**config.mk**
```make
export PLATFORM = sky130hd
export DESIGN_NAME = i2c_master_bit_engine_unit
export DESIGN_NICKNAME = d
export VERILOG_FILES = /design/src/hw/rtl/i2cmbe_pkg.sv /design/src/hw/rtl/i2cmbe_in_reg.sv /design/src/hw/rtl/i2cmbe_seq.sv /design/src/hw/rtl/i2cmbe_out_reg.sv /design/src/hw/rtl/i2c_master_bit_engine_unit.sv
export SDC_FILE = /design/constraint.sdc
export NUM_CORES = 1
export LEC_CHECK = 0
export BUFFER_PORTS_ARGS = -buffer_cell sky130_fd_sc_hd__buf_2
export CELL_PAD_IN_SITES_DETAIL_PLACEMENT = 0
export CELL_PAD_IN_SITES_GLOBAL_PLACEMENT = 1
export CORE_ASPECT_RATIO = 0.8
export CORE_MARGIN = 2
export CORE_UTILIZATION = 45
export DETAILED_ROUTE_END_ITERATION = 16
export MAX_ROUTING_LAYER = met4
export PLACE_DENSITY = 0.77
export REMOVE_ABC_BUFFERS = 1
export SLEW_MARGIN = 40
export SYNTH_ARGS = -nofsm -noshare
export SYNTH_HDL_FRONTEND = slang
export SYNTH_SLANG_ARGS = --single-unit
```
**constraint.sdc**
```tcl
create_clock -name clk -period 7.9 [get_ports clk]
set_input_delay 2.37 -clock clk [delete_from_list [all_inputs] [get_ports clk]]
set_output_delay 2.37 -clock clk [all_outputs]
set_load 0.02 [all_outputs]
```
**src/hw/rtl/i2cmbe_pkg.sv**
```systemverilog
package i2cmbe_pkg;

	localparam logic [7:0] DELAY_RESET = 8'd6;
	localparam logic [7:0] DELAY_MIN   = 8'd1;
	localparam int unsigned BYTE_W     = 8;

	typedef enum logic [1:0] {
		CMD_START = 2'd0,
		CMD_STOP  = 2'd1,
		CMD_WRITE = 2'd2,
		CMD_READ  = 2'd3
	} cmd_t;

	// Bus sequencer phases; steps that never wait are folded into their neighbours.
	typedef enum logic [4:0] {
		PH_IDLE = 5'd0,
		PH_S1   = 5'd2,
		PH_S2   = 5'd3,
		PH_S3   = 5'd4,
		PH_S4   = 5'd5,
		PH_P1   = 5'd7,
		PH_P2   = 5'd8,
		PH_P3   = 5'd9,
		PH_W1   = 5'd11,
		PH_W2   = 5'd12,
		PH_W3   = 5'd13,
		PH_W5   = 5'd15,
		PH_R2   = 5'd18,
		PH_R3   = 5'd19,
		PH_A1   = 5'd21,
		PH_A2   = 5'd22,
		PH_A3   = 5'd23,
		PH_A4   = 5'd24,
		PH_A5   = 5'd25,
		PH_N1   = 5'd27,
		PH_N2   = 5'd28,
		PH_N3   = 5'd29,
		PH_N4   = 5'd30
	} phase_t;

	typedef struct packed {
		logic              cmd_valid;
		logic [1:0]        mode;
		logic [BYTE_W-1:0] tx_byte;
		logic              ack_after_read;
		logic              sda_sample;
	} in_word_t;

	typedef struct packed {
		logic              scl_level;
		logic              sda_drive;
		logic              sda_level;
		logic              busy_res;
		logic              done_res;
		logic [BYTE_W-1:0] rx_byte;
		logic              ack_received;
	} out_word_t;

	// Handshake between the pipeline stages
	typedef struct packed {
		logic valid;
		logic advance;
	} stage_ctl_t;

endpackage

```
**src/hw/rtl/i2cmbe_in_reg.sv**
```systemverilog
module i2cmbe_in_reg (
	input  logic                 clk,
	input  logic                 arst_n,
	input  logic                 in_valid,
	output logic                 in_stall,
	input  i2cmbe_pkg::in_word_t in_data,
	input  logic                 take,
	output i2cmbe_pkg::stage_ctl_t ctl,
	output i2cmbe_pkg::in_word_t word_s1
);

	logic valid_s1;

	assign ctl.valid   = valid_s1;
	assign ctl.advance = valid_s1 && take;
	assign in_stall    = valid_s1 && !take;

	always_ff @(posedge clk or negedge arst_n) begin
		if (!arst_n) begin
			valid_s1 <= 1'b0;
		end else if (!in_stall) begin
			valid_s1 <= in_valid;
		end
	end

	always_ff @(posedge clk) begin
		if (!in_stall && in_valid) begin
			word_s1 <= in_data;
		end
	end

endmodule

```
**src/hw/rtl/i2cmbe_seq.sv**
```systemverilog
module i2cmbe_seq (
	input  logic                  clk,
	input  logic                  arst_n,
	input  logic                  cfg_wr_en,
	input  logic [7:0]            cfg_wr_data,
	input  logic                  step_en,
	input  i2cmbe_pkg::in_word_t  word_s1,
	output i2cmbe_pkg::out_word_t result
);

	i2cmbe_pkg::phase_t phase_q, phase_n;
	logic [3:0] bit_cnt_q, bit_cnt_n, bit_inc;
	logic [7:0] shift_q, shift_n;
	logic [7:0] delay_q, delay_n, delay_dec, unit_dly;
	logic [7:0] delay_ticks_q;
	logic [7:0] rx_q, rx_n;
	logic       ack_choice_q, ack_choice_n;
	logic       scl_q, scl_n, sda_q, sda_n, oe_q, oe_n, ack_q, ack_n;
	logic       done;

	assign unit_dly  = (delay_ticks_q == '0) ? i2cmbe_pkg::DELAY_MIN : delay_ticks_q;
	assign delay_dec = (delay_q != '0) ? delay_q - 8'd1 : '0;
	assign bit_inc   = bit_cnt_q + 4'd1;

	always_comb begin
		phase_n      = phase_q;
		bit_cnt_n    = bit_cnt_q;
		shift_n      = shift_q;
		delay_n      = delay_q;
		rx_n         = rx_q;
		ack_choice_n = ack_choice_q;
		scl_n        = scl_q;
		sda_n        = sda_q;
		oe_n         = oe_q;
		ack_n        = ack_q;
		done         = 1'b0;
		if (phase_q == i2cmbe_pkg::PH_IDLE) begin
			if (word_s1.cmd_valid) begin
				ack_choice_n = word_s1.ack_after_read;
				bit_cnt_n    = '0;
				shift_n      = '0;
				delay_n      = unit_dly;
				case (i2cmbe_pkg::cmd_t'(word_s1.mode))
					i2cmbe_pkg::CMD_START: begin
						oe_n    = 1'b1;
						sda_n   = 1'b1;
						scl_n   = 1'b1;
						phase_n = i2cmbe_pkg::PH_S1;
					end
					i2cmbe_pkg::CMD_STOP: begin
						oe_n    = 1'b1;
						scl_n   = 1'b0;
						phase_n = i2cmbe_pkg::PH_P1;
					end
					i2cmbe_pkg::CMD_WRITE: begin
						shift_n = word_s1.tx_byte;
						scl_n   = 1'b0;
						phase_n = i2cmbe_pkg::PH_W1;
					end
					default: begin
						// read: release SDA and drop SCL for the first bit
						oe_n    = 1'b0;
						scl_n   = 1'b0;
						phase_n = i2cmbe_pkg::PH_R2;
					end
				endcase
			end
		end else begin
			delay_n = delay_dec;
			if (delay_dec == '0) begin
				delay_n = unit_dly;
				case (phase_q)
					i2cmbe_pkg::PH_S1: phase_n = i2cmbe_pkg::PH_S2;
					i2cmbe_pkg::PH_S2: begin
						sda_n   = 1'b0;
						phase_n = i2cmbe_pkg::PH_S3;
					end
					i2cmbe_pkg::PH_S3: phase_n = i2cmbe_pkg::PH_S4;
					i2cmbe_pkg::PH_S4: begin
						scl_n   = 1'b0;
						delay_n = '0;
						phase_n = i2cmbe_pkg::PH_IDLE;
						done    = 1'b1;
					end
					i2cmbe_pkg::PH_P1: begin
						sda_n   = 1'b0;
						phase_n = i2cmbe_pkg::PH_P2;
					end
					i2cmbe_pkg::PH_P2: begin
						scl_n   = 1'b1;
						phase_n = i2cmbe_pkg::PH_P3;
					end
					i2cmbe_pkg::PH_P3: begin
						sda_n   = 1'b1;
						delay_n = '0;
						phase_n = i2cmbe_pkg::PH_IDLE;
						done    = 1'b1;
					end
					i2cmbe_pkg::PH_W1: begin
						oe_n    = 1'b1;
						phase_n = i2cmbe_pkg::PH_W2;
					end
					i2cmbe_pkg::PH_W2: begin
						sda_n   = shift_q[7];
						shift_n = {shift_q[6:0], 1'b0};
						scl_n   = 1'b1;
						phase_n = i2cmbe_pkg::PH_W3;
					end
					i2cmbe_pkg::PH_W3: begin
						// SCL held high, then straight into the next bit or the ack slot
						bit_cnt_n = bit_inc;
						scl_n     = 1'b1;
						if (!bit_inc[3]) begin
							sda_n   = shift_q[7];
							shift_n = {shift_q[6:0], 1'b0};
							phase_n = i2cmbe_pkg::PH_W3;
						end else begin
							oe_n    = 1'b0;
							phase_n = i2cmbe_pkg::PH_W5;
						end
					end
					i2cmbe_pkg::PH_W5: begin
						ack_n   = !word_s1.sda_sample;
						scl_n   = 1'b0;
						delay_n = '0;
						phase_n = i2cmbe_pkg::PH_IDLE;
						done    = 1'b1;
					end
					i2cmbe_pkg::PH_R2: begin
						scl_n   = 1'b1;
						phase_n = i2cmbe_pkg::PH_R3;
					end
					i2cmbe_pkg::PH_R3: begin
						shift_n   = {shift_q[6:0], word_s1.sda_sample};
						bit_cnt_n = bit_inc;
						scl_n     = 1'b0;
						if (!bit_inc[3]) begin
							phase_n = i2cmbe_pkg::PH_R2;
						end else if (ack_choice_q) begin
							phase_n = i2cmbe_pkg::PH_A1;
						end else begin
							phase_n = i2cmbe_pkg::PH_N1;
						end
					end
					i2cmbe_pkg::PH_A1: begin
						oe_n    = 1'b1;
						sda_n   = 1'b0;
						phase_n = i2cmbe_pkg::PH_A2;
					end
					i2cmbe_pkg::PH_A2: begin
						scl_n   = 1'b1;
						phase_n = i2cmbe_pkg::PH_A3;
					end
					i2cmbe_pkg::PH_A3: phase_n = i2cmbe_pkg::PH_A4;
					i2cmbe_pkg::PH_A4: begin
						scl_n   = 1'b0;
						phase_n = i2cmbe_pkg::PH_A5;
					end
					i2cmbe_pkg::PH_N1: begin
						oe_n    = 1'b0;
						phase_n = i2cmbe_pkg::PH_N2;
					end
					i2cmbe_pkg::PH_N2: begin
						scl_n   = 1'b1;
						phase_n = i2cmbe_pkg::PH_N3;
					end
					i2cmbe_pkg::PH_N3: phase_n = i2cmbe_pkg::PH_N4;
					i2cmbe_pkg::PH_A5, i2cmbe_pkg::PH_N4: begin
						rx_n    = shift_q;
						delay_n = '0;
						phase_n = i2cmbe_pkg::PH_IDLE;
						done    = 1'b1;
					end
					default: begin
						delay_n = '0;
						phase_n = i2cmbe_pkg::PH_IDLE;
						done    = 1'b1;
					end
				endcase
			end
		end
	end

	always_comb begin
		result.scl_level    = scl_n;
		result.sda_drive    = oe_n;
		result.sda_level    = oe_n & sda_n;
		result.busy_res     = (phase_n != i2cmbe_pkg::PH_IDLE);
		result.done_res     = done;
		result.rx_byte      = rx_n;
		result.ack_received = ack_n;
	end

	always_ff @(posedge clk or negedge arst_n) begin
		if (!arst_n) begin
			delay_ticks_q <= i2cmbe_pkg::DELAY_RESET;
		end else if (cfg_wr_en) begin
			delay_ticks_q <= cfg_wr_data;
		end
	end

	always_ff @(posedge clk or negedge arst_n) begin
		if (!arst_n) begin
			phase_q      <= i2cmbe_pkg::PH_IDLE;
			bit_cnt_q    <= '0;
			shift_q      <= '0;
			delay_q      <= '0;
			rx_q         <= '0;
			ack_choice_q <= 1'b0;
			scl_q        <= 1'b1;
			sda_q        <= 1'b1;
			oe_q         <= 1'b0;
			ack_q        <= 1'b0;
		end else if (step_en) begin
			phase_q      <= phase_n;
			bit_cnt_q    <= bit_cnt_n;
			shift_q      <= shift_n;
			delay_q      <= delay_n;
			rx_q         <= rx_n;
			ack_choice_q <= ack_choice_n;
			scl_q        <= scl_n;
			sda_q        <= sda_n;
			oe_q         <= oe_n;
			ack_q        <= ack_n;
		end
	end

endmodule

```
**src/hw/rtl/i2cmbe_out_reg.sv**
```systemverilog
module i2cmbe_out_reg (
	input  logic                   clk,
	input  logic                   arst_n,
	input  i2cmbe_pkg::stage_ctl_t ctl,
	input  i2cmbe_pkg::out_word_t  result,
	output logic                   take,
	output logic                   out_valid,
	input  logic                   out_stall,
	output i2cmbe_pkg::out_word_t  out_data
);

	logic valid_q;

	assign take      = !valid_q || !out_stall;
	assign out_valid = valid_q;

	always_ff @(posedge clk or negedge arst_n) begin
		if (!arst_n) begin
			valid_q <= 1'b0;
		end else if (take) begin
			valid_q <= ctl.valid;
		end
	end

	always_ff @(posedge clk) begin
		if (ctl.advance) begin
			out_data <= result;
		end
	end

endmodule

```
**src/hw/rtl/i2c_master_bit_engine_unit.sv**
```systemverilog
// I2C master bit engine.
// Input channel: one word per bus timing tick, carrying an optional command
// (start, stop, write byte, read byte), the byte to send, the ack choice for
// reads and the sampled SDA level. Output channel: one word per input word,
// giving SCL and SDA pin levels, busy, done, the last read byte and the last
// write acknowledge.
// Config: cfg_wr_en/cfg_wr_data set ticks per unit delay (0 acts as 1).
// A taken word passes the input register, then the result register, before
// out_valid. Throughput: one word per clock while the output is not stalled;
// the sequencer state (phase, delay counter, shifter) steps with each word.
// Reset: pins idle (SCL high, SDA released), phase idle, delay 6 ticks,
// both pipeline registers empty.
// Stall: a stalled output word holds; the input register keeps its word and
// raises in_stall, so no tick is lost or repeated.
module i2c_master_bit_engine_unit (
	input  logic                  clk,
	input  logic                  arst_n,
	input  logic                  cfg_wr_en,
	input  logic [7:0]            cfg_wr_data,
	input  logic                  in_valid,
	output logic                  in_stall,
	input  i2cmbe_pkg::in_word_t  in_data,
	output logic                  out_valid,
	input  logic                  out_stall,
	output i2cmbe_pkg::out_word_t out_data
);

	i2cmbe_pkg::stage_ctl_t ctl;
	i2cmbe_pkg::in_word_t   word_s1;
	i2cmbe_pkg::out_word_t  result;
	logic                   take;

	// input register: holds the tick word until the sequencer consumes it
	i2cmbe_in_reg u_in (
		.clk      (clk),
		.arst_n   (arst_n),
		.in_valid (in_valid),
		.in_stall (in_stall),
		.in_data  (in_data),
		.take     (take),
		.ctl      (ctl),
		.word_s1  (word_s1)
	);

	// sequencer: state only moves when the word goes on to the result register
	i2cmbe_seq u_seq (
		.clk         (clk),
		.arst_n      (arst_n),
		.cfg_wr_en   (cfg_wr_en),
		.cfg_wr_data (cfg_wr_data),
		.step_en     (ctl.advance),
		.word_s1     (word_s1),
		.result      (result)
	);

	// result register, refilled whenever it is empty or being drained
	i2cmbe_out_reg u_out (
		.clk       (clk),
		.arst_n    (arst_n),
		.ctl       (ctl),
		.result    (result),
		.take      (take),
		.out_valid (out_valid),
		.out_stall (out_stall),
		.out_data  (out_data)
	);

endmodule

```
# After elaboration in Yosys (flattened, before gate mapping)

Cells that the tools add are included.

Reductions and logical operators: 31
Bitwise gates (word level): 2
Equality and inequality tests: 26
Add/subtract/negate cells: 2
Muxes and demuxes: 48

Operators by type and width:

| cell                | count |
|---|---|
| $mux 8              | 14 |
| $pmux 5 s17         | 1 |
| $eq 5x5->1 const B  | 11 |
| $eq 5x4->1 const B  | 6 |
| $pmux 8 s3          | 1 |
| $mux 4              | 5 |
| $mux 5              | 4 |
| $mux 1              | 17 |
| $reduce_or 17->1    | 1 |
| $logic_not 8->1     | 2 |
| $eq 5x3->1 const B  | 3 |
| $pmux 5 s3          | 1 |
| $eq 5x2->1 const B  | 2 |
| $reduce_or 2->1     | 5 |
| $reduce_bool 8->1   | 1 |
| $sub 8x1->8 const B | 1 |
| $reduce_or 6->1     | 1 |
| $logic_not 1->1     | 5 |
| $logic_not 5->1     | 1 |
| $reduce_and 5->1    | 1 |
| $reduce_bool 5->1   | 1 |
| $add 4x1->4 const B | 1 |
| $pmux 1 s2          | 2 |
| $pmux 1 s4          | 1 |
| other kinds (18)    | 21 |

Bits of input ports: 26
Register bits: 75
Word-level logic and storage cells: 134
Output and inout port bits: 16

# Longest topological paths before layout

Depth after elaboration: 6
Depth in mapped cells: 9

# Cells and area by module

Synthesis repeated with hierarchy kept, for this count alone.

Cell total of the unflattened synthesis: 404
Area, all modules: 4235.3 µm²

By module, submodules not included:

| module         | area an instance (µm²) | cells an instance | instances |
|---|---|---|---|
| i2cmbe_seq     | 3316.9                 | 367               | 1 |
| i2cmbe_in_reg  | 461.7                  | 20                | 1 |
| i2cmbe_out_reg | 456.7                  | 17                | 1 |

# Least setup slack after synthesis

OpenSTA, ideal clock, no wires.

Kind: input-to-output
Start: input port out_stall
End: output port in_stall
Path buffers: 0
Setup slack: 2.922 ns
Required time: 5.530 ns
Data arrival time: 2.608 ns
Cell stages on the path: 2
Cells stage by stage: nand3_1 > inv_1

Longest elaborated chain between the ends: 4

Ends and longest elaborated chain:

| item               | RTL line                         | source |
|---|---|---|
| start: declaration | i2c_master_bit_engine_unit.sv:24 | `input logic out_stall,` |
| $logic_not 1->1    | i2cmbe_out_reg.sv:14             | `assign take = !valid_q \|\| !out_stall;` |
| $logic_or 1x1->1   | i2cmbe_out_reg.sv:14             |  |
| $logic_not 1->1    | i2cmbe_in_reg.sv:16              | `assign in_stall = valid_s1 && !take;` |
| $logic_and 1x1->1  | i2cmbe_in_reg.sv:16              |  |
| end: declaration   | i2c_master_bit_engine_unit.sv:21 | `output logic in_stall,` |

No other way between the ends.

# Final worst setup path

Ends and elaborated chain as after synthesis.

==> metrics <==
met1 Track Usage GR=29.1%; largest net degree at the start of global routing=49; global route total overflow=0; H-tree levels=3; Max VDD drop=0.147 mV; ANT cells=0; gr busiest metal=met1; gr usage total=20.1%; post-route clock period utilization=64.9%; worst skew pair latency=340 ps; commonest cells after routing, fill and taps aside=nand2_1, dfrtp_1, buf_2; RSZ-0062 raised after global routing=no; Hold Fails Final Rpt=0; startpoint types=primary input; synth top area cells=dfrtp_1, edfxtp_1, mux2_2; die height=90.1 um; Worst Setup End Kind=primary output; Power Total=1.28 mW; DRT iter0 DRCs=196; Cell Area, Synth=0.00417 mm2; Syn Area/Cell=10.4 um2; top_reg_cell synth=dfrtp_1; CP startpoint=out_stall; average vias per placed instance=5.95; synthesis-to-layout area growth=14.3%; met2 GRT Util=26.7%; I/O Buffers=41; die area=0.0100 mm2; area taken by multi-input logic gates=0.00200 mm2; FF-to-FF path depth=5; pwr/cell area=269 mW/mm2; Critical Path End=in_stall; dominant cell type by area after synthesis=dfrtp_1; Max clock buf depth=2; maxcap violations=0; Rows=31; Post-Route Setup TNS=0 ps; Initial Util=46.1%; EDFF count, synth=27; Antenna Violating Nets Remaining=0; Chip Width=112 um; Reg-to-Reg Start=u_seq.phase_q[1]; status=finished clean; Worst-path clk slew=60 ps; CTS root buf=clkbuf_16; reg2reg setup slack=4710 ps; Num CTS Buffers=9; first-pass GRT wire length=15500 um; fmax=0.195 GHz; Leakage Power=2.01 nW; Slew @ Worst Pin=837 ps; clk_skew=6.46 ps; Synth Register Bits=75; antenna violations before repair=0; Worst Setup Path Type=in -> out; cts repair resizes=0; Num Clock Sinks=75; CP Data Required Time=5530 ps; vias in the first global route=3042; via count=3277; # DRC=0; instance count of the mapped netlist=399; final net count=463; I/O pin cnt=42; Max Fanout on Critical Path=3; area share of the largest cell type after synthesis=26.4%; Yosys warnings=0; final WL=9550 um; Final min period=5130 ps; Critical R2R Capture=u_seq.shift_q[6]; Pre-antenna DRT Iters=5; GR Util met3=5.06%; share of cells above drive strength 1=25.2%; WL/cell=17.3 um; final setup vio count=0; CTS tree=yes; ys async rst share=64.0%; Core Area=0.00904 mm2; Slew headroom=44.2%; Post-CTS Hold Fix Bufs=0; Seq/Total Area, Yosys=48.4%; worst min-delay path class=reg -> reg; synth unique cells=70; FILL cells=811; FF+latch area=0.00202 mm2; post-CTS setup buffer count=0; Worst EP arrival=2760 ps; max-slew violation count=0; Detail Placement HPWL=6600 um; GPL Wtd Cong=0.896; commonest non-fill, non-tap cell in the layout=nand2_1
power by group:
group          internal, mW  total, mW  switching [mW]
registers             0.446      0.535          0.0882
clock network         0.284      0.440           0.157
logic                 0.124      0.306           0.182
total                 0.854       1.28           0.428
worst max-delay path, cell delays in order:
cell and delay, ps:
buf_2 80, nand3_1 90, inv_1 60, buf_2 150
worst min path at each step:
stage | from | end | slack (ps) | cells past startpoint
3_3_place_gp | u_in.valid_s1 | u_out.out_valid | 470 | 1
6_report | u_in.valid_s1 | u_out.out_valid | 500 | 1
5_1_grt | u_seq.rx_q[5] | u_seq.rx_q[5] | 520 | 1
4_1_cts | u_seq.rx_q[2] | u_seq.rx_q[2] | 500 | 1
2_1_floorplan | u_in.word_s1[0] | u_seq.ack_q | 450 | 1
3_5_place_dp | u_seq.rx_q[2] | u_seq.rx_q[2] | 490 | 1
synthesized netlist by cell type, types with 13 or more instances:
| cell | n |
|---|---|
| mux2_2 | 26 |
| clkbuf_1 | 13 |
| o21ai_0 | 30 |
| nor2_1 | 17 |
| edfxtp_1 | 27 |
| nand3_1 | 15 |
| nor3_1 | 15 |
| nand2_1 | 46 |
| dfrtp_1 | 44 |
| inv_1 | 14 |
| a21oi_1 | 15 |
state kept, by name (all words and copies together), names as in the netlist, 4 cells and up:
name,flops
u_out.out_data,14
u_seq.delay_ticks_q,8
u_seq.delay_q,8
u_in.word_s1,13
u_seq.phase_q,5
u_seq.bit_cnt_q,4
u_seq.shift_q,8
u_seq.rx_q,8
routing by layer:
| metal | vias to the layer above | wire, um | part of all wire (%) |
|---|---|---|---|
| li1 | 1552 | - | - |
| met1 | 1566 | 4590 | 48 |
| met2 | 136 | 4020 | 42 |
| met3 | 23 | 687 | 7.2 |
| met4 | 0 | 251 | 2.6 |
| met5 | - | 0 | 0 |
cells by family (layout without fill, tap and decap cells):
group           Yosys count  in the layout  synth area share, %
mux                      38             38                 10.9
xor+xnor                  5              5                 1.05
buf+inv                  38             75                 3.78
simple gates            137            137                 17.1
compound gates          100            100                 17.0
flops                    75             75                 48.4
fa+ha+maj                 6              6                 1.80
metrics by stage:
stage	hold slack [ps]	cells	util [%]	worst slack (ps)	cell area, um2
6_report	499	551	52.7	2770	4760
5_1_grt	519	551	52.7	2700	4760
4_1_cts	502	551	52.7	2770	4760
3_5_place_dp	487	535	49.2	2780	4440
3_3_place_gp	474	535	49.1	2770	4440
2_1_floorplan	453	376	-	2920	4070
cell type report:
cell class	count	share of cell area, %
Clock buffer	11	5.10
Clock inverter	5	1.60
Inverter	15	1.18
Multi-Input combinational cell	286	42.0
Sequential cell	75	42.4
Tap cell	115	3.02
Timing Repair Buffer	44	4.78
(Power assumes the default switching activity.)
